--- src/sv/ddm_pkg.sv ---
// Types and constants of the detection merge block.
// Depends on nothing; used by every module of the block.
package ddm_pkg;

    localparam logic [2:0] ST_APPEND  = 3'd0;
    localparam logic [2:0] ST_REPLACE = 3'd1;
    localparam logic [2:0] ST_KEEP    = 3'd2;
    localparam logic [2:0] ST_FULL    = 3'd3;
    localparam logic [2:0] ST_NONE    = 3'd4;

    localparam logic KIND_STATUS = 1'b0;
    localparam logic KIND_ENTRY  = 1'b1;

    typedef struct packed {
        logic        carries_object;
        logic        start_new;
        logic        flush;
        logic [15:0] obj_class;
        logic        has_box;
        logic [15:0] center_x;
        logic [15:0] center_y;
        logic [15:0] box_width;
        logic [15:0] box_height;
        logic [15:0] score;
    } t_in_item;

    typedef struct packed {
        logic        kind;
        logic [2:0]  status;
        logic [3:0]  slot;
        logic [15:0] out_obj_class;
        logic        out_has_box;
        logic [15:0] out_center_x;
        logic [15:0] out_center_y;
        logic [15:0] out_box_width;
        logic [15:0] out_box_height;
        logic [15:0] out_score;
        logic        last;
    } t_out_item;

    typedef struct packed {
        logic [15:0] obj_class;
        logic        has_box;
        logic [15:0] center_x;
        logic [15:0] center_y;
        logic [15:0] box_width;
        logic [15:0] box_height;
        logic [15:0] score;
    } t_entry;

    typedef struct packed {
        logic       load_item;
        logic       rd_en;
        logic       cmp_issue;
        logic       kill;
        logic       wr_en;
        logic       out_load;
        logic       out_kind;
        logic [2:0] out_status;
        logic       out_last;
    } t_dp_cmd;

    typedef struct packed {
        logic cmp_valid;
        logic cmp_match;
        logic cmp_greater;
        logic out_free;
    } t_dp_stat;

endpackage

--- src/sv/ddm_datapath.sv ---
// Datapath of the detection merge block: entry memory, overlap compare pipe, output register.
// Depends on ddm_pkg; driven by ddm_ctrl through t_dp_cmd.
module ddm_datapath import ddm_pkg::*; #(
    parameter int TABLE_DEPTH = 16,
    parameter int IW = 4,
    parameter int CW = 5
) (
    input  logic          i_clk,
    input  logic          i_rst_n,
    input  t_in_item      i_in_data,
    input  logic          i_cfg_valid,
    input  logic [6:0]    i_cfg_data,
    input  t_dp_cmd       i_cmd,
    input  logic [IW-1:0] i_rd_addr,
    input  logic [IW-1:0] i_wr_addr,
    input  logic [CW-1:0] i_out_slot,
    output t_dp_stat      o_stat,
    input  logic          i_out_ready,
    output logic          o_out_valid,
    output t_out_item     o_out_data
);

    function automatic logic [16:0] overlap2(input logic [15:0] ca, input logic [15:0] sa,
                                             input logic [15:0] cb, input logic [15:0] sb);
        logic signed [18:0] la, ra, lb, rb, lo, hi, d;
        la = $signed({2'b00, ca, 1'b0}) - $signed({3'b000, sa});
        ra = $signed({2'b00, ca, 1'b0}) + $signed({3'b000, sa});
        lb = $signed({2'b00, cb, 1'b0}) - $signed({3'b000, sb});
        rb = $signed({2'b00, cb, 1'b0}) + $signed({3'b000, sb});
        lo = (la > lb) ? la : lb;
        hi = (ra < rb) ? ra : rb;
        d  = hi - lo;
        return (hi > lo) ? d[16:0] : 17'd0;
    endfunction

    t_entry      r_mem [TABLE_DEPTH];
    t_entry      r_rd_data;
    t_in_item    r_item;
    logic [6:0]  r_thr;
    logic        r_v0, r_v1, r_v2, r_v3, r_v4;
    logic        r_e1, r_e2, r_e3, r_e4;
    logic        r_g1, r_g2, r_g3, r_g4;
    logic [16:0] r_ow, r_oh;
    logic [31:0] r_aa, r_ab;
    logic [33:0] r_inter;
    logic [34:0] r_area4;
    logic        r_zg, r_zg4;
    logic [34:0] r_union;
    logic [40:0] r_ip, r_ip4;
    logic [41:0] r_tp;
    logic        r_out_valid;
    t_out_item   r_out;
    t_entry      w_new;
    t_in_item    w_load;

    assign w_new.obj_class  = r_item.obj_class;
    assign w_new.has_box    = r_item.has_box;
    assign w_new.center_x   = r_item.center_x;
    assign w_new.center_y   = r_item.center_y;
    assign w_new.box_width  = r_item.box_width;
    assign w_new.box_height = r_item.box_height;
    assign w_new.score      = r_item.score;

    always_comb begin
        w_load = i_in_data;
        if (!i_in_data.has_box) begin
            w_load.center_x   = '0;
            w_load.center_y   = '0;
            w_load.box_width  = '0;
            w_load.box_height = '0;
        end
    end

    always_ff @(posedge i_clk) begin
        if (!i_rst_n) begin
            r_thr <= 7'd85;
        end else if (i_cfg_valid) begin
            r_thr <= i_cfg_data;
        end
    end

    always_ff @(posedge i_clk) begin
        if (i_cmd.load_item) begin
            r_item <= w_load;
        end
        if (i_cmd.wr_en) begin
            r_mem[i_wr_addr] <= w_new;
        end
        if (i_cmd.rd_en) begin
            r_rd_data <= r_mem[i_rd_addr];
        end
    end

    always_ff @(posedge i_clk) begin
        if (!i_rst_n || i_cmd.kill) begin
            r_v0 <= 1'b0;
            r_v1 <= 1'b0;
            r_v2 <= 1'b0;
            r_v3 <= 1'b0;
            r_v4 <= 1'b0;
        end else begin
            r_v0 <= i_cmd.cmp_issue;
            r_v1 <= r_v0;
            r_v2 <= r_v1;
            r_v3 <= r_v2;
            r_v4 <= r_v3;
        end
    end

    always_ff @(posedge i_clk) begin
        r_e1 <= (r_rd_data.obj_class == r_item.obj_class) && r_rd_data.has_box
                && r_item.has_box;
        r_g1 <= r_item.score > r_rd_data.score;
        r_ow <= overlap2(r_rd_data.center_x, r_rd_data.box_width,
                         r_item.center_x, r_item.box_width);
        r_oh <= overlap2(r_rd_data.center_y, r_rd_data.box_height,
                         r_item.center_y, r_item.box_height);
        r_aa <= r_rd_data.box_width * r_rd_data.box_height;
        r_ab <= r_item.box_width * r_item.box_height;

        r_e2    <= r_e1;
        r_g2    <= r_g1;
        r_inter <= r_ow * r_oh;
        r_area4 <= {(33'(r_aa) + 33'(r_ab)), 2'b00};

        r_e3    <= r_e2;
        r_g3    <= r_g2;
        r_zg    <= r_area4 > 35'(r_inter);
        r_union <= r_area4 - 35'(r_inter);
        r_ip    <= 41'(r_inter) * 41'd100;

        r_e4  <= r_e3 && r_zg;
        r_g4  <= r_g3;
        r_zg4 <= r_zg;
        r_ip4 <= r_ip;
        r_tp  <= 42'(r_thr) * 42'(r_union);
    end

    assign o_stat.cmp_valid   = r_v4;
    assign o_stat.cmp_match   = r_e4 && r_zg4 && (42'(r_ip4) >= r_tp);
    assign o_stat.cmp_greater = r_g4;
    assign o_stat.out_free    = !r_out_valid || i_out_ready;

    always_ff @(posedge i_clk) begin
        if (!i_rst_n) begin
            r_out_valid <= 1'b0;
        end else if (i_cmd.out_load) begin
            r_out_valid <= 1'b1;
        end else if (i_out_ready) begin
            r_out_valid <= 1'b0;
        end
    end

    always_ff @(posedge i_clk) begin
        if (i_cmd.out_load) begin
            r_out.kind   <= i_cmd.out_kind;
            r_out.status <= i_cmd.out_status;
            r_out.slot   <= 4'(i_out_slot);
            r_out.last   <= i_cmd.out_last;
            if (i_cmd.out_kind == KIND_ENTRY) begin
                r_out.out_obj_class  <= r_rd_data.obj_class;
                r_out.out_has_box    <= r_rd_data.has_box;
                r_out.out_center_x   <= r_rd_data.center_x;
                r_out.out_center_y   <= r_rd_data.center_y;
                r_out.out_box_width  <= r_rd_data.box_width;
                r_out.out_box_height <= r_rd_data.box_height;
                r_out.out_score      <= r_rd_data.score;
            end else begin
                r_out.out_obj_class  <= '0;
                r_out.out_has_box    <= 1'b0;
                r_out.out_center_x   <= '0;
                r_out.out_center_y   <= '0;
                r_out.out_box_width  <= '0;
                r_out.out_box_height <= '0;
                r_out.out_score      <= '0;
            end
        end
    end

    assign o_out_valid = r_out_valid;
    assign o_out_data  = r_out;

endmodule

--- config.mk ---
export PLATFORM = sky130hd
export DESIGN_NAME = ddm_datapath
export DESIGN_NICKNAME = d
export VERILOG_FILES = /design/src/sv/ddm_pkg.sv /design/src/sv/ddm_datapath.sv
export SDC_FILE = /design/constraint.sdc
export NUM_CORES = 2
export LEC_CHECK = 0
export BUFFER_PORTS_ARGS = -buffer_cell sky130_fd_sc_hd__clkbuf_2
export CELL_PAD_IN_SITES_DETAIL_PLACEMENT = 0
export CELL_PAD_IN_SITES_GLOBAL_PLACEMENT = 1
export CORE_UTILIZATION = 55
export CTS_BUF_LIST = sky130_fd_sc_hd__clkbuf_8
export DETAILED_ROUTE_END_ITERATION = 8
export HOLD_SLACK_MARGIN = 0.05
export PLACE_DENSITY_LB_ADDON = 0.1
export SLEW_MARGIN = 20
export SYNTH_ARGS = -nofsm -noshare
export SYNTH_HDL_FRONTEND = slang
export SYNTH_SLANG_ARGS = --single-unit
--- constraint.sdc ---
create_clock -name i_clk -period 9.8 [get_ports i_clk]
set_input_delay 0.98 -clock i_clk [delete_from_list [all_inputs] [get_ports i_clk]]
set_output_delay 0.98 -clock i_clk [all_outputs]
set_load 0.01 [all_outputs]
==> results.py <==
metrics = {
    "die": {
        "dieArea_mm2": 0.232,
        "floorplan.core_area_mm2": 0.228,
        "fp.dieW_um": 481,
        "io_pins": 246,
        "initial_utilization": 0.554,
        "die_y_um": 481,
        "fp-row-count": 175,
    },
    "sta": {
        "maxClockFrequency_mhz": 112,
        "fin_crit_ns": 8.96,
        "worst_pin_slew_ns": 1.10,
        "setup_violations": 0,
        "fin_crit_sh": 0.914,
        "rsz0062_at_grt": "false",
        "slew_headroom": 0.267,
        "skew_ns": 0.136,
        "slew_violations": 0,
        "report.final.hold_viol_count": 0,
        "tns_ns": 0,
    },
    "synth": {
        "synth_edf_count": 1852,
        "ys_warn_count": 0,
        "async_flop_share": 0,
        "yosys-top-cells-area": "edfxtp_1, fa_1, mux4_2",
        "synth.most_common_cell": "edfxtp_1",
        "ys_ff_latch": 2194,
        "postSynthAreaPerCell_um2": 13.4,
        "netlist.area_leader.share": 0.440,
        "synthCells": 9466,
        "syn_nets": 11245,
        "yosysTopAreaCell": "edfxtp_1",
        "synth_area_mm2": 0.126,
        "ys_seq_area_frac": 0.494,
        "synthTopCellsByCount": "edfxtp_1, inv_1, nand2_1",
        "synth_cell_types": 91,
        "ys.flop_type": "edfxtp_1",
    },
    "cts": {
        "htreeDepth": 5,
        "cts.sinks": 2194,
        "clk_latency_ns": 1.11,
        "cts_made_buffers": 363,
        "path_clk_slew_ns": 0.07,
        "cts_tree": "yes",
        "cts.path.max_buffers": 4,
        "postCtsResizedCells": 0,
        "clock-root-buffer": "clkbuf_8",
    },
    "global_route": {
        "antenna_found_initial": 22,
        "grt_max_degree": 150,
        "grt_usage": 0.300,
        "globalRouteOverflowTotal": 0,
        "grt_pass1_wl_um": 508000,
        "grt_pass1_vias": 80489,
    },
    "setup_path": {
        "crit_path_top_delay_cell": "or2_1",
        "regToRegStartpoint": "r_item[18]",
        "critPathMaxFanout": 42,
        "cp-startpoint": "r_item[18]",
        "end_kind": "register",
        "r2r_setup_slack_ns": 0.84,
        "critPathKind": "reg -> reg",
        "start_kind": "register",
        "slowest_delay_ns": 0.55,
        "worstPathRequired_ns": 10.70,
        "worst_ep_arrival_time_ns": 9.86,
    },
    "placement": {
        "place.port_buffers": 241,
        "dp_hpwl_um": 235000,
        "gp_congestion": 0.932,
    },
    "detailed_routing": {
        "wirelength_um": 344000,
        "drc": 1,
        "initialDrtViolationCount": 6586,
        "ant_nets": 0,
        "post_drt_wl_per_cell_um": 26.0,
        "dr_total_vias": 77552,
        "detail_route.first_pass.iterations": 8,
        "via_per_inst": 5.87,
    },
    "run_status": {
        "violations": "DRC",
        "status": "finished, violations left",
    },
    "hold_path": {
        "hp-class": "in -> reg",
        "worstHoldStart": "i_in_data[0]",
    },
    "job": {
        "maxCapViolations": 0,
    },
    "layout": {
        "drive_gt1_frac": 0.138,
        "finalNetCount": 11709,
        "areaGrowthSynthToFinish_pct": 9.78,
    },
}
## through the flow
step	setup WS, ns	area, µm²	util	hold WS (ns)	std cells
2_1_floorplan	1.07	126000	-	0.310	9466
5_1_grt	0.267	139000	0.609	0.0998	13211
3_3_place_gp	0.949	131000	0.576	0.313	12526
3_5_place_dp	0.977	131000	0.577	0.312	12526
4_1_cts	0.896	139000	0.609	0.0506	13208
6_report	0.839	139000	0.609	0.155	13218
## kinds of logic after synthesis
logic type,Yosys count,synth area share
flops,2194,0.494
buf+inv,1594,0.0479
compound gates,991,0.0511
mux,554,0.0920
xor+xnor,360,0.0249
simple gates,2129,0.0786
fa+ha+maj,1644,0.211
## registers in the layout, summed over array words and instances, names as in the netlist, 17 cells and up
signal and cells:
r_ow 17, o_out_data 106, r_inter 34, r_rd_data 97, r_aa 32, r_union 35
r_mem 1552, r_tp 42, r_oh 17, r_item 97, r_ab 32, r_ip 38
r_area4 33, r_ip4 39
## layout make-up
class / instances / area (µm²)
diodes: 10 / 25.0
clock buffers: 381 / 5240
clock inverters: 253 / 1580
fillers: 17748 / 89200
inverters: 1252 / 4700
multi-input cells: 5678 / 58000
flip-flops and latches: 2194 / 62500
well taps: 3009 / 3760
repair buffers: 441 / 2980
## path summary, 6_finish.rpt
| kind | cells after the start | to |
|---|---|---|
| setup / recovery | 32 | r_oh[1] |
| hold / removal | 1 | r_item[0] |
| setup reg to reg | 32 | r_oh[1] |
| hold reg to reg | 0 | r_ip4[37] |
## placed cells by master, fill, tap and decap left out, types with 19 or more instances in the layout
| cell type | n |
|---|---|
| dlygate4sd3_1 | 48 |
| nand4_1 | 52 |
| bufinv_16 | 19 |
| and3_1 | 45 |
| inv_1 | 1348 |
| fa_1 | 816 |
| nand2b_1 | 56 |
| o21ai_0 | 145 |
| dfxtp_1 | 341 |
| xnor2_1 | 273 |
| ha_1 | 828 |
| a31oi_1 | 35 |
| a21o_1 | 165 |
| o211ai_1 | 20 |
| edfxtp_1 | 1852 |
| or3_1 | 30 |
| o21a_1 | 48 |
| nand3_1 | 63 |
| mux2i_1 | 60 |
| and2_1 | 332 |
| clkbuf_8 | 382 |
| nor2b_1 | 47 |
| nand2_1 | 902 |
| a211oi_1 | 28 |
| clkbuf_2 | 233 |
| xor2_1 | 87 |
| clkinv_2 | 38 |
| mux4_2 | 485 |
| buf_4 | 145 |
| o21bai_1 | 57 |
| nor3_1 | 99 |
| a21oi_1 | 324 |
| nor2_1 | 406 |
| clkinv_1 | 82 |
## metal layers
| layer | vias to the layer above | wire length, µm | global-route usage |
|---|---|---|---|
| li1 | 34101 | - | - |
| met1 | 39736 | 138000 | 0.396 |
| met2 | 3077 | 169000 | 0.507 |
| met3 | 632 | 24400 | 0.0409 |
| met4 | 6 | 12700 | 0.111 |
| met5 | - | 51 | 0 |
## worst max-delay path: cells and delay by family, from the launching register on
kind                     cells  cell delay [ns]
AO/OA/AOI/OAI               14             3.62
XOR/XNOR                     1             0.33
adder cells (fa/ha/maj)      3             1.15
buffers and inverters        3             0.96
flip-flops                   1             0.35
AND/OR/NAND/NOR             11             2.37
## what timing repair did
| item | in CTS | in global routing |
|---|---|---|
| endpoints found under the hold margin | 48 | 0 |
| hold buffers | 48 | 0 |
| setup buffers | 0 | 0 |
Power is not shown: default switching activity piles up to over one toggle a cycle in this logic, so the estimate is an artifact.
