==> src/sv/ddm_pkg.sv <==
// Types and constants of the detection merge block.
// Depends on nothing; used by every module of the block.
package ddm_pkg;

    localparam logic [2:0] ST_APPEND  = 3'd0;
    localparam logic [2:0] ST_REPLACE = 3'd1;
    localparam logic [2:0] ST_KEEP    = 3'd2;
    localparam logic [2:0] ST_FULL    = 3'd3;
    localparam logic [2:0] ST_NONE    = 3'd4;

    localparam logic KIND_STATUS = 1'b0;
    localparam logic KIND_ENTRY  = 1'b1;

    typedef struct packed {
        logic        carries_object;
        logic        start_new;
        logic        flush;
        logic [15:0] obj_class;
        logic        has_box;
        logic [15:0] center_x;
        logic [15:0] center_y;
        logic [15:0] box_width;
        logic [15:0] box_height;
        logic [15:0] score;
    } t_in_item;

    typedef struct packed {
        logic        kind;
        logic [2:0]  status;
        logic [3:0]  slot;
        logic [15:0] out_obj_class;
        logic        out_has_box;
        logic [15:0] out_center_x;
        logic [15:0] out_center_y;
        logic [15:0] out_box_width;
        logic [15:0] out_box_height;
        logic [15:0] out_score;
        logic        last;
    } t_out_item;

    typedef struct packed {
        logic [15:0] obj_class;
        logic        has_box;
        logic [15:0] center_x;
        logic [15:0] center_y;
        logic [15:0] box_width;
        logic [15:0] box_height;
        logic [15:0] score;
    } t_entry;

    typedef struct packed {
        logic       load_item;
        logic       rd_en;
        logic       cmp_issue;
        logic       kill;
        logic       wr_en;
        logic       out_load;
        logic       out_kind;
        logic [2:0] out_status;
        logic       out_last;
    } t_dp_cmd;

    typedef struct packed {
        logic cmp_valid;
        logic cmp_match;
        logic cmp_greater;
        logic out_free;
    } t_dp_stat;

endpackage

==> src/sv/ddm_ctrl.sv <==
// Controller of the detection merge block: scan, decide, status and readout sequencing.
// Depends on ddm_pkg; commands ddm_datapath through t_dp_cmd.
module ddm_ctrl import ddm_pkg::*; #(
    parameter int TABLE_DEPTH = 16,
    parameter int IW = 4,
    parameter int CW = 5
) (
    input  logic          i_clk,
    input  logic          i_rst_n,
    input  logic          i_in_valid,
    input  t_in_item      i_in_data,
    output logic          o_in_ready,
    input  t_dp_stat      i_stat,
    output t_dp_cmd       o_cmd,
    output logic [IW-1:0] o_rd_addr,
    output logic [IW-1:0] o_wr_addr,
    output logic [CW-1:0] o_out_slot
);

    typedef enum logic [5:0] {
        S_IDLE   = 6'b000001,
        S_SCAN   = 6'b000010,
        S_DECIDE = 6'b000100,
        S_EMIT   = 6'b001000,
        S_FRD    = 6'b010000,
        S_FOUT   = 6'b100000
    } t_state;

    t_state        r_state, n_state;
    logic [CW-1:0] r_count, n_count;
    logic [CW-1:0] r_issue, n_issue;
    logic [CW-1:0] r_rcv, n_rcv;
    logic [CW-1:0] r_slot, n_slot;
    logic          r_found, n_found;
    logic          r_gt, n_gt;
    logic          r_flush, n_flush;
    logic [2:0]    r_status, n_status;

    always_ff @(posedge i_clk) begin
        if (!i_rst_n) begin
            r_state  <= S_IDLE;
            r_count  <= '0;
            r_issue  <= '0;
            r_rcv    <= '0;
            r_slot   <= '0;
            r_found  <= 1'b0;
            r_gt     <= 1'b0;
            r_flush  <= 1'b0;
            r_status <= ST_NONE;
        end else begin
            r_state  <= n_state;
            r_count  <= n_count;
            r_issue  <= n_issue;
            r_rcv    <= n_rcv;
            r_slot   <= n_slot;
            r_found  <= n_found;
            r_gt     <= n_gt;
            r_flush  <= n_flush;
            r_status <= n_status;
        end
    end

    always_comb begin
        n_state    = r_state;
        n_count    = r_count;
        n_issue    = r_issue;
        n_rcv      = r_rcv;
        n_slot     = r_slot;
        n_found    = r_found;
        n_gt       = r_gt;
        n_flush    = r_flush;
        n_status   = r_status;
        o_cmd      = '0;
        o_in_ready = 1'b0;
        o_rd_addr  = r_issue[IW-1:0];
        o_wr_addr  = r_slot[IW-1:0];
        o_out_slot = r_slot;
        case (r_state)
            S_IDLE: begin
                o_in_ready = 1'b1;
                if (i_in_valid) begin
                    o_cmd.load_item = 1'b1;
                    n_flush = i_in_data.flush;
                    n_found = 1'b0;
                    n_issue = '0;
                    n_rcv   = '0;
                    if (i_in_data.start_new) begin
                        n_count = '0;
                    end
                    if (i_in_data.carries_object) begin
                        n_state = S_SCAN;
                    end else begin
                        n_status = ST_NONE;
                        n_slot   = '0;
                        n_state  = S_EMIT;
                    end
                end
            end
            S_SCAN: begin
                if (r_issue < r_count) begin
                    o_cmd.rd_en     = 1'b1;
                    o_cmd.cmp_issue = 1'b1;
                    n_issue = r_issue + CW'(1);
                end
                if (r_count == '0) begin
                    n_state = S_DECIDE;
                end else if (i_stat.cmp_valid) begin
                    n_rcv = r_rcv + CW'(1);
                    if (i_stat.cmp_match) begin
                        n_found = 1'b1;
                        n_gt    = i_stat.cmp_greater;
                        n_slot  = r_rcv;
                        n_state = S_DECIDE;
                    end else if (r_rcv + CW'(1) == r_count) begin
                        n_state = S_DECIDE;
                    end
                end
            end
            S_DECIDE: begin
                o_cmd.kill = 1'b1;
                n_state = S_EMIT;
                if (r_found) begin
                    if (r_gt) begin
                        o_cmd.wr_en = 1'b1;
                        n_status = ST_REPLACE;
                    end else begin
                        n_status = ST_KEEP;
                    end
                end else if (r_count < CW'(TABLE_DEPTH)) begin
                    o_cmd.wr_en = 1'b1;
                    o_wr_addr   = r_count[IW-1:0];
                    n_status    = ST_APPEND;
                    n_slot      = r_count;
                    n_count     = r_count + CW'(1);
                end else begin
                    n_status = ST_FULL;
                    n_slot   = '0;
                end
            end
            S_EMIT: begin
                if (i_stat.out_free) begin
                    o_cmd.out_load   = 1'b1;
                    o_cmd.out_kind   = KIND_STATUS;
                    o_cmd.out_status = r_status;
                    o_cmd.out_last   = !(r_flush && (r_count != '0));
                    n_issue = '0;
                    n_state = (r_flush && (r_count != '0)) ? S_FRD : S_IDLE;
                end
            end
            S_FRD: begin
                o_cmd.rd_en = 1'b1;
                n_state = S_FOUT;
            end
            S_FOUT: begin
                o_out_slot = r_issue;
                if (i_stat.out_free) begin
                    o_cmd.out_load   = 1'b1;
                    o_cmd.out_kind   = KIND_ENTRY;
                    o_cmd.out_status = ST_APPEND;
                    o_cmd.out_last   = (r_issue + CW'(1) == r_count);
                    if (r_issue + CW'(1) == r_count) begin
                        n_state = S_IDLE;
                    end else begin
                        n_issue = r_issue + CW'(1);
                        n_state = S_FRD;
                    end
                end
            end
            default: begin
                n_state = S_IDLE;
            end
        endcase
    end

endmodule

==> config.mk <==
export PLATFORM = sky130hd
export DESIGN_NAME = ddm_ctrl
export DESIGN_NICKNAME = d
export VERILOG_FILES = /design/src/sv/ddm_pkg.sv /design/src/sv/ddm_ctrl.sv
export SDC_FILE = /design/constraint.sdc
export NUM_CORES = 1
export LEC_CHECK = 0
export BUFFER_PORTS_ARGS = -buffer_cell sky130_fd_sc_hd__buf_2
export CORE_AREA = 2 2 100 63
export CTS_CLUSTER_DIAMETER = 50
export DETAILED_ROUTE_END_ITERATION = 7
export DIE_AREA = 0 0 102 65
export PLACE_DENSITY = 0.75
export SETUP_SLACK_MARGIN = 0.5
export SLEW_MARGIN = 0
export SYNTH_ARGS = -nofsm -noshare
export SYNTH_HDL_FRONTEND = slang
export SYNTH_SLANG_ARGS = --single-unit
==> constraint.sdc <==
create_clock -name i_clk -period 2.2 [get_ports i_clk]
set_input_delay 0.11 -clock i_clk [delete_from_list [all_inputs] [get_ports i_clk]]
set_output_delay 0.11 -clock i_clk [all_outputs]
set_load 0.02 [all_outputs]
==> Flow_metrics.wiki, run 1 <==
{| class="wikitable"
! Metric !! Value
|-
| Number of DRC violations after detailed-routing iteration 0 || 204
|-
| Avg Cell Area, Syn || 7.99 um^2
|-
| Number of standard-cell rows in the floorplan || 22
|-
| Crit path kind || reg -> out
|-
| Multi-input gate area in the final layout || 1820 um^2
|-
| Pin count of the biggest net entering global routing || 13
|-
| Antenna violations before repair || 0
|-
| HP Class || in -> reg
|-
| Diodes inserted || 0
|-
| Failing checks || negative setup slack
|-
| Root buffer cell || clkbuf_8
|-
| Post-synthesis async set-or-reset flop share || 0
|-
| Fraction of the cycle the final worst path needs || 1.01
|-
| Critical path required time || 2.09 ns
|-
| Total routing resource utilization after global routing || 0.217
|-
| Simple logic cell fraction of the synthesized area || 0.258
|-
| Seq. cell area || 672 um^2
|-
| Number of synthesized flops with an enable pin || 0
|-
| # Max-Cap Violations || 0
|-
| Count of pins on the block boundary || 132
|-
| Total number of H-tree levels || 2
|-
| Leakage power || 1.53 nW
|-
| Number of endpoints failing setup at the final stage || 1
|-
| Post-Syn Instances || 273
|-
| Fill cell total of the finished layout || 444
|-
| Synthesis-stage register bit count || 32
|-
| Syn Nets || 389
|-
| Sequential share of the synthesized area || 0.294
|-
| Vias in the first global route || 2170
|-
| Peak fanout along the critical path || 2
|-
| Routed wl met2 || 4020 um
|-
| Via count || 2510
|-
| Worst slack on hold paths || 0.0543 ns
|-
| Routed wire length on met3 || 545 um
|-
| Fraction of synthesized area in multiplexers || 0.0287
|-
| Die height || 65 um
|-
| Post-route standard cell area excluding fillers || 3670 um^2
|-
| Final standard cell utilization of the core || 0.629
|-
| Mapped cell area || 2180 um^2
|-
| Global-route wire length before repair || 11200 um
|-
| Post-route setup slack || -0.0156 ns
|-
| Horizontal die dimension || 102 um
|-
| Clock transition at path regs || 0.07 ns
|-
| Core area || 5840 um^2
|-
| Total of buffers placed on input and output ports || 34
|-
| DRT met1 WL || 3620 um
|-
| Detailed placement HPWL || 4350 um
|-
| Unrepaired setup endpoints after global routing || yes
|-
| Clock tree buffer depth || 2
|-
| Final Hold Violating Endpoints || 0
|-
| Clock buffer count from CTS || 5
|-
| Nature of the critical path endpoint || output port
|-
| Number of design rule violations left after detail routing || 0
|-
| Wire length reported by the detailed router || 8380 um
|-
| Count of warnings emitted by yosys || 0
|-
| Hold-fix buffers at CTS || 0
|-
| Grt total ovfl || 0
|-
| TritonCTS clock tree || yes
|-
| Final cell count without fillers || 447
|-
| Slew Viols, Final || 0
|-
| Worst-Margin Slew || 0.685 ns
|-
| Fin Setup TNS || -0.0156 ns
|-
| Via density || 5.62
|-
| Result of the run || finished, violations left
|-
| Min cycle time layout || 2.22 ns
|-
| Placed inst area || 2590 um^2
|-
| Per-cell routed wire length || 18.7 um
|-
| Max layer used || met4
|-
| Share of the synthesized netlist area taken by xor and xnor gates || 0.0947
|-
| Power consumption || 2.87 mW
|-
| Fraction of layout instances using a drive strength above 1 || 0.545
|-
| Clock sink count || 32
|-
| IR Drop Worst-Case VDD || 0.000338 V
|-
| Area growth, synth to finish || 68.3%
|-
| Worst-Skew Late Latency || 0.29 ns
|-
| Starting utilization of the core area || 0.374
|-
| Worst setup SP type || flip-flop
|-
| Number of nets in the layout || 479
|-
| Arrival time reported for the critical path endpoint || 2.11 ns
|-
| Antenna-violating nets left || 0
|-
| Pwr/cell area || 783 nW/um^2
|-
| Max-slew headroom || 0.541
|-
| Distinct cell type count after synthesis || 56
|-
| Compound-gate portion of the synthesized area || 0.193
|-
| Post-Place Worst Slack || 0.132 ns
|-
| Overall die area || 6630 um^2
|-
| Achievable clock frequency || 451 MHz
|-
| Predominant post-synthesis flop cell || dfxtp_1
|-
| Number of iterations in the first detailed-routing pass || 5
|-
| Synth Area in Adders || 0.0516
|-
| Final weighted congestion in routability-driven placement || 0.910
|-
| Main combinational cell family by area after synthesis || simple AND/OR/NAND/NOR gates
|-
| Inst Count DP || 392
|-
| Maximum clock skew at final layout || 0.00738 ns
|}
## final timing paths
check / startpoint / to / slack, ns / depth (start not counted)
worst max-delay path: r_issue[1] / o_cmd[0] / -0.02 / 8
worst min-delay path: i_in_data[97] / r_flush / 0.05 / 3
worst max register to register: r_issue[1] / r_issue[1] / 0.05 / 9
worst min register to register: r_status[2] / r_status[2] / 0.51 / 2
## metal layers
metal | up-vias | global-route usage
li1 | 1146 | -
met3 | 28 | 0.0453
met2 | 130 | 0.349
met4 | 0 | 0.0550
met5 | - | 0
met1 | 1206 | 0.296
## cells in the mapped netlist, drive strengths merged (2+ instances only)
master   n  area [um^2]
dfxtp   32          641
nand2   31          116
nor2    23         86.3
o21ai   19         98.9
inv     17         63.8
buf     14         92.6
nand3   11         72.6
xnor2   11         96.3
a21oi   10         65.1
xor2    10         87.6
ha       9          113
nor3     9         45.0
a31oi    7         43.8
and3     6         37.5
nand4    6         37.5
a221oi   5         50.0
clkbuf   5         18.8
mux2i    4         40.0
nor2b    4         25.0
nor4     3         25.0
or3      3         18.8
a211o    2         17.5
a21o     2         15.0
a41oi    2         17.5
mux2     2         22.5
nand2b   2         12.5
nand4b   2         17.5
nor3b    2         26.3
o21a     2         15.0
o22ai    2         12.5
## what timing repair did
action	in CTS	in global routing
setup buffers	28	20
endpoints found under the setup margin	49	51
pin swaps	35	28
gates resized for setup	90	61
## cells in the final DEF (no fill, tap or decap), types with 4 or more instances in the layout
cell type	count
nand3_1	5
nand2_2	7
buf_4	42
xnor2_1	8
inv_2	4
mux2i_1	4
a21oi_1	6
nor3_2	4
nand4_1	6
dfxtp_2	4
nor2b_1	4
a221oi_2	4
ha_1	6
o21ai_0	7
xor2_1	10
nand2_1	21
and3_1	4
dfxtp_1	21
o21ai_1	6
a31oi_1	6
buf_2	16
nor2_1	19
buf_6	40
dfxtp_4	7
inv_1	10
clkbuf_8	7
## state kept, by name, summed over array words and instances (netlist names)
signal and cells:
r_state 6, r_slot 5, r_issue 5, r_gt 1, r_found 1, r_rcv 5, r_flush 1, r_status 3
r_count 5
## cell families after synthesis
logic type      after synthesis
mux                           6
simple gates                107
buf+inv                      36
xor+xnor                     22
fa+ha+maj                     9
compound gates               61
flops                        32
## critical path: stages, from the launching register on
cell,delay (ns)
dfxtp_4,0.35
ha_4,0.24
xor2_1,0.14
a211o_1,0.23
a211o_1,0.25
or2_4,0.24
buf_6,0.12
a21boi_2,0.12
buf_6,0.13
## cell type report
cell class,count,share of cell area
inverters,17,0.0201
clock buffers,7,0.0263
multi-input cells,205,0.495
well taps,84,0.0286
flip-flops and latches,32,0.183
repair buffers,102,0.247
## report_power, final
group          leakage (nW)  internal [mW]  switching [mW]  total (mW)
Sequential            0.266          0.647           0.112       0.759
Clock                0.0503          0.279           0.226       0.505
Combinational          1.21          0.767           0.842        1.61
Total                  1.53           1.69            1.18        2.87
Power figures use the tool's default switching activity.
==> run 2, diff against run 1 <==
Settings changed: RECOVER_POWER set to 100.
==> Flow_metrics.wiki, run 2 (synthesis results as in run 1) <==
{| class="wikitable"
! Metric !! Value
|-
| Result of the run || finished, violations left
|-
| Failing checks || negative setup slack
|-
| Top library cells by usage in the layout, fill and taps aside || 42 x buf_4, 40 x buf_6, 21 x nand2_1, 21 x dfxtp_1, 19 x nor2_1
|-
| Via density || 5.60 (-0.36%)
|-
| Nature of the critical path endpoint || output port
|-
| Count of buffer and inverter cells on the critical path || 2 (unchanged)
|-
| Antenna violations before repair || 0 (unchanged)
|-
| Fraction of the cycle the final worst path needs || 1.01 (about the same)
|-
| Arrival time reported for the critical path endpoint || 2.11 ns (about the same)
|-
| Clock buffer count from CTS || 5 (unchanged)
|-
| Cells on worst reg2reg path || 9 (unchanged)
|-
| Clock transition at path regs || 0.07 ns (about the same)
|-
| Register bank with the most flops || r_state
|-
| Worst-path cell chain || ha_4, xor2_1, a211o_1, a211o_1, or2_4, buf_6, a21boi_2, buf_6
|-
| Flop-to-flop setup slack || 0.05 ns (about the same)
|-
| Number of nets in the layout || 479 (unchanged)
|-
| Unrepaired setup endpoints after global routing || yes
|-
| RR Startpoint || r_issue[1]
|-
| # Max-Cap Violations || 0 (unchanged)
|-
| Number of standard-cell rows in the floorplan || 22 (unchanged)
|-
| Pin count of the biggest net entering global routing || 13 (unchanged)
|-
| TritonCTS clock tree || yes
|-
| Peak fanout along the critical path || 2 (unchanged)
|-
| IR Drop Worst-Case VDD || 0.000338 V (about the same)
|-
| Post-route standard cell area excluding fillers || 3670 um^2 (about the same)
|-
| Dominant delay contributor by cell family on the critical path || compound AO/OA/AOI/OAI gates
|-
| Largest register FFs || 6 (unchanged)
|-
| Final cell count without fillers || 447 (unchanged)
|-
| Inst Count DP || 392 (unchanged)
|-
| Horizontal die dimension || 102 um (unchanged)
|-
| Total routing resource utilization after global routing || 0.217 (unchanged)
|-
| Worst slack on hold paths || 0.0545 ns (+0.000257 ns)
|-
| Slew Viols, Final || 0 (unchanged)
|-
| Post-route setup slack || -0.0157 ns (-0.000117 ns)
|-
| Final Hold Violating Endpoints || 0 (unchanged)
|-
| First element of the critical path || r_issue[1]
|-
| Grt total ovfl || 0 (unchanged)
|-
| HP Class || in -> reg
|-
| Critical path required time || 2.09 ns (about the same)
|-
| Post-Place Worst Slack || 0.132 ns (unchanged)
|-
| Total of buffers placed on input and output ports || 34 (unchanged)
|-
| Most common cell after layout, fill and taps aside || buf_4
|-
| Area growth, synth to finish || 68.2% (about the same)
|-
| Core area || 5840 um^2 (unchanged)
|-
| Leakage power || 1.52 nW (-0.58%)
|-
| Final weighted congestion in routability-driven placement || 0.910 (unchanged)
|-
| Number of endpoints failing setup at the final stage || 1 (unchanged)
|-
| Overall die area || 6630 um^2 (unchanged)
|-
| Maximum clock skew at final layout || 0.00709 ns (-0.000288 ns)
|-
| Via count || 2501 (-0.36%)
|-
| Pwr/cell area || 783 nW/um^2 (about the same)
|-
| Diodes inserted || 0 (unchanged)
|-
| Worst-Skew Late Latency || 0.29 ns (about the same)
|-
| Critical Path End || o_cmd[0]
|-
| Detailed placement HPWL || 4350 um (unchanged)
|-
| Fin Setup TNS || -0.0157 ns (-0.000117 ns)
|-
| Crit path kind || reg -> out
|-
| Antenna-violating nets left || 0 (unchanged)
|-
| Starting utilization of the core area || 0.374 (unchanged)
|-
| Number of design rule violations left after detail routing || 0 (unchanged)
|-
| Total number of H-tree levels || 2 (unchanged)
|-
| Worst-Margin Slew || 0.679 ns (-0.00510 ns)
|-
| Wire length reported by the detailed router || 8380 um (about the same)
|-
| Clock tree buffer depth || 2 (unchanged)
|-
| Max-slew headroom || 0.544 (+0.00342)
|-
| Per-cell routed wire length || 18.7 um (about the same)
|-
| Power consumption || 2.87 mW (about the same)
|-
| Final standard cell utilization of the core || 0.628 (about the same)
|-
| Global-route wire length before repair || 11200 um (unchanged)
|-
| Number of DRC violations after detailed-routing iteration 0 || 200 (-2.0%)
|-
| Clock sink count || 32 (unchanged)
|-
| Die height || 65 um (unchanged)
|-
| Achievable clock frequency || 451 MHz (about the same)
|-
| Fraction of layout instances using a drive strength above 1 || 0.540 (-0.00551)
|-
| Depth of the critical timing path with buffers and inverters included || 8 (unchanged)
|-
| Hold-fix buffers at CTS || 0 (unchanged)
|-
| Number of iterations in the first detailed-routing pass || 5 (unchanged)
|-
| CP peak stage delay || 0.35 ns (about the same)
|-
| Placed inst area || 2590 um^2 (unchanged)
|-
| Count of pins on the block boundary || 132 (unchanged)
|-
| Worst setup SP type || flip-flop
|-
| Cell with the largest stage delay on the worst path || dfxtp_4
|-
| Vias in the first global route || 2170 (unchanged)
|-
| Min cycle time layout || 2.22 ns (+0.000117 ns)
|-
| Terminus of the critical flop-to-flop path || r_issue[1]
|-
| Root buffer cell || clkbuf_8
|}
==> run 2: worst min path at each step <==
stage                  start       to  slack, ns  depth (start not counted)
4_1_cts        i_in_data[97]  r_flush       0.05                          3
5_1_grt        i_in_data[97]  r_flush       0.08                          3
6_report       i_in_data[97]  r_flush       0.05                          3
3_5_place_dp   i_in_data[97]  r_flush       0.36                          3
3_3_place_gp       i_stat[1]     r_gt       0.35                          3
2_1_floorplan  i_in_data[97]  r_flush       0.25                          2
==> run 2: power by group <==
| group | switching [mW] | internal (mW) | total (mW) | leakage, nW |
|---|---|---|---|---|
| Sequential | 0.112 | 0.647 | 0.759 | 0.266 |
| Clock | 0.225 | 0.279 | 0.504 | 0.0503 |
| Combinational | 0.840 | 0.767 | 1.61 | 1.20 |
==> run 2: worst register-to-register path, cell delays in order, from the launching register on <==
cell and delay, ns:
dfxtp_4 0.35, ha_4 0.24, xor2_1 0.14, a211o_1 0.23, a211o_1 0.25, or2_4 0.24, buf_4 0.13, buf_6 0.11
a31o_4 0.26, o22ai_2 0.13
==> run 2: per-layer routing <==
metal	up-vias	wire [um]	GRT usage
li1	1147	-	-
met1	1204	3580	0.296
met2	130	4050	0.349
met3	20	585	0.0453
met4	0	165	0.0550
met5	-	0	0
==> run 2: timing repair <==
| action | 4_1_cts | 5_1_grt |
|---|---|---|
| pin swaps | 35 | 28 |
| setup endpoints to repair | 49 | 51 |
| setup buffers | 28 | 20 |
| gates resized for setup | 90 | 61 |
| gates cloned | 0 | 0 |
==> run 2: cell type report <==
type / count / area [um^2]
Tap cell: 84 / 105
Multi-Input combinational cell: 205 / 1820
Inverter: 17 / 73.8
Timing Repair Buffer: 102 / 902
Sequential cell: 32 / 672
Fill cell: 446 / 2170
Clock buffer: 7 / 96.3
==> run 3, diff against run 2 <==
Settings changed: GPL_TIMING_DRIVEN set to 0, SKIP_CTS_REPAIR_TIMING set to 1.
==> Flow_metrics.wiki, run 3 (synthesis results as in run 1) <==
{| class="wikitable"
! Metric !! Value
|-
| Number of DRC violations after detailed-routing iteration 0 || 252 (+26%)
|-
| Min cycle time layout || 2.31 ns (+0.0900 ns)
|-
| Number of design rule violations left after detail routing || 0 (unchanged)
|-
| Fin Setup TNS || -0.420 ns (-0.404 ns)
|-
| IR Drop Worst-Case VDD || 0.000300 V (-11%)
|-
| Total number of H-tree levels || 2 (unchanged)
|-
| Number of nets in the layout || 477 (-0.42%)
|-
| Horizontal die dimension || 102 um (unchanged)
|-
| Detailed placement HPWL || 4370 um (+0.37%)
|-
| Achievable clock frequency || 434 MHz (-3.9%)
|-
| Number of standard-cell rows in the floorplan || 22 (unchanged)
|-
| Grt total ovfl || 0 (unchanged)
|-
| Total routing resource utilization after global routing || 0.184 (-0.0330)
|-
| TritonCTS clock tree || yes
|-
| Count of buffer and inverter cells on the critical path || 2 (unchanged)
|-
| Clock buffer count from CTS || 5 (unchanged)
|-
| Worst slack on hold paths || 0.0591 ns (+0.00461 ns)
|-
| Global-route wire length before repair || 9470 um (-15%)
|-
| Maximum clock skew at final layout || 0.0117 ns (+0.00464 ns)
|-
| Peak fanout along the critical path || 4 (+2)
|-
| Flop-to-flop setup slack || -0.08 ns (-0.13 ns)
|-
| # Max-Cap Violations || 0 (unchanged)
|-
| Root buffer cell || clkbuf_8
|-
| Antenna-violating nets left || 0 (unchanged)
|-
| CP peak stage delay || 0.37 ns (+0.02 ns)
|-
| Wire length reported by the detailed router || 8120 um (-3.0%)
|-
| Via density || 5.73 (+2.5%)
|-
| Worst-Skew Late Latency || 0.30 ns (about the same)
|-
| Overall die area || 6630 um^2 (unchanged)
|-
| Pwr/cell area || 768 nW/um^2 (-1.8%)
|-
| Total of buffers placed on input and output ports || 33 (-2.9%)
|-
| Count of pins on the block boundary || 132 (unchanged)
|-
| Per-cell routed wire length || 18.2 um (-2.8%)
|-
| HP Class || in -> reg
|-
| Diodes inserted || 0 (unchanged)
|-
| Power consumption || 2.77 mW (-3.5%)
|-
| Via count || 2557 (+2.2%)
|-
| Number of endpoints failing setup at the final stage || 8 (+7)
|-
| Pin count of the biggest net entering global routing || 11 (-2)
|-
| Leakage power || 1.50 nW (-1.1%)
|-
| Antenna violations before repair || 0 (unchanged)
|-
| Register bank with the most flops || r_state
|-
| Clock tree buffer depth || 2 (unchanged)
|-
| Failing checks || negative setup slack
|-
| Vias in the first global route || 1952 (-10%)
|-
| Crit path kind || reg -> out
|-
| Final standard cell utilization of the core || 0.618 (-0.0107)
|-
| Cell repeated most along the worst path || a211o_1
|-
| Number of iterations in the first detailed-routing pass || 6 (+1)
|-
| Area growth, synth to finish || 65.3%
|-
| Worst setup SP type || flip-flop
|-
| Top library cells by usage in the layout, fill and taps aside || 43 x buf_6, 38 x buf_4, 21 x dfxtp_1
|-
| Final Hold Violating Endpoints || 0 (unchanged)
|-
| Largest register FFs || 6 (unchanged)
|-
| Fraction of the cycle the final worst path needs || 1.05 (+0.0409)
|-
| Fraction of layout instances using a drive strength above 1 || 0.528 (-0.0123)
|-
| Core area || 5840 um^2 (unchanged)
|-
| Unrepaired setup endpoints after global routing || yes
|-
| Dominant delay contributor by cell family on the critical path || compound AO/OA/AOI/OAI gates
|-
| Critical path required time || 2.09 ns (about the same)
|-
| Inst Count DP || 390 (-0.51%)
|-
| Max-slew headroom || 0.532 (-0.0121)
|-
| Clock transition at path regs || 0.08 ns (about the same)
|-
| Arrival time reported for the critical path endpoint || 2.20 ns (+0.09 ns)
|-
| Cell with the largest stage delay on the worst path || dfxtp_4
|-
| Nature of the critical path endpoint || output port
|-
| Worst-Margin Slew || 0.695 ns (+0.0154 ns)
|-
| Most common cell after layout, fill and taps aside || buf_6
|-
| Result of the run || finished, violations left
|-
| Post-route setup slack || -0.106 ns (-0.0900 ns)
|-
| Slew Viols, Final || 0 (unchanged)
|-
| Final cell count without fillers || 446 (-0.22%)
|-
| Clock sink count || 32 (unchanged)
|-
| Die height || 65 um (unchanged)
|-
| Worst-path cell chain || ha_4, xor2_2, a211o_1, a211o_1, or2_0, buf_4, a21boi_2, buf_6
|-
| Final weighted congestion in routability-driven placement || 0.861 (-5.4%)
|-
| Starting utilization of the core area || 0.374 (unchanged)
|}
==> run 3: power breakdown <==
| part | total (mW) | internal (mW) | switching (mW) |
|---|---|---|---|
| Combinational | 1.54 | 0.736 | 0.802 |
| Sequential | 0.738 | 0.641 | 0.0975 |
| Clock | 0.494 | 0.255 | 0.238 |
==> run 3: area by class of cell <==
type / count / area, um^2
well taps: 84 / 105
fillers: 446 / 2230
plain buffers: 19 / 165
inverters: 17 / 68.8
repair buffers: 81 / 734
clock buffers: 8 / 90.1
flip-flops and latches: 32 / 667
multi-input cells: 205 / 1770
==> run 3: per-layer routing <==
metal / vias up / share of wire / global-route usage
met5: - / 0 / 0
met4: 0 / 0.042 / 0.0483
met3: 46 / 0.085 / 0.0529
met2: 163 / 0.47 / 0.266
met1: 1207 / 0.40 / 0.265
li1: 1141 / - / -
==> run 3: worst reg2reg max path: cells and delay by family, from the launching register on <==
family,cells,cell delay (ns)
simple gates,1,0.20
xor+xnor,1,0.14
compound gates,4,0.95
buf+inv,2,0.30
fa+ha+maj,1,0.25
flops,1,0.37
==> run 3: path summary, 6_finish.rpt <==
check                  start    endpoint  cells past startpoint
setup / recovery  r_issue[1]    o_cmd[0]                      8
hold / removal     i_stat[1]        r_gt                      3
setup reg to reg  r_issue[1]  r_issue[2]                      9
hold reg to reg      r_flush     r_flush                      2
==> run 3: through the flow <==
| stage | cell area (um^2) | setup WS (ns) |
|---|---|---|
| floorplan | 2280 | 0.232 |
| global route | 3600 | -0.185 |
| detailed placement | 2550 | -0.00534 |
| finish | 3600 | -0.106 |
| CTS | 2640 | -0.163 |
| global placement | 2550 | 0.0243 |
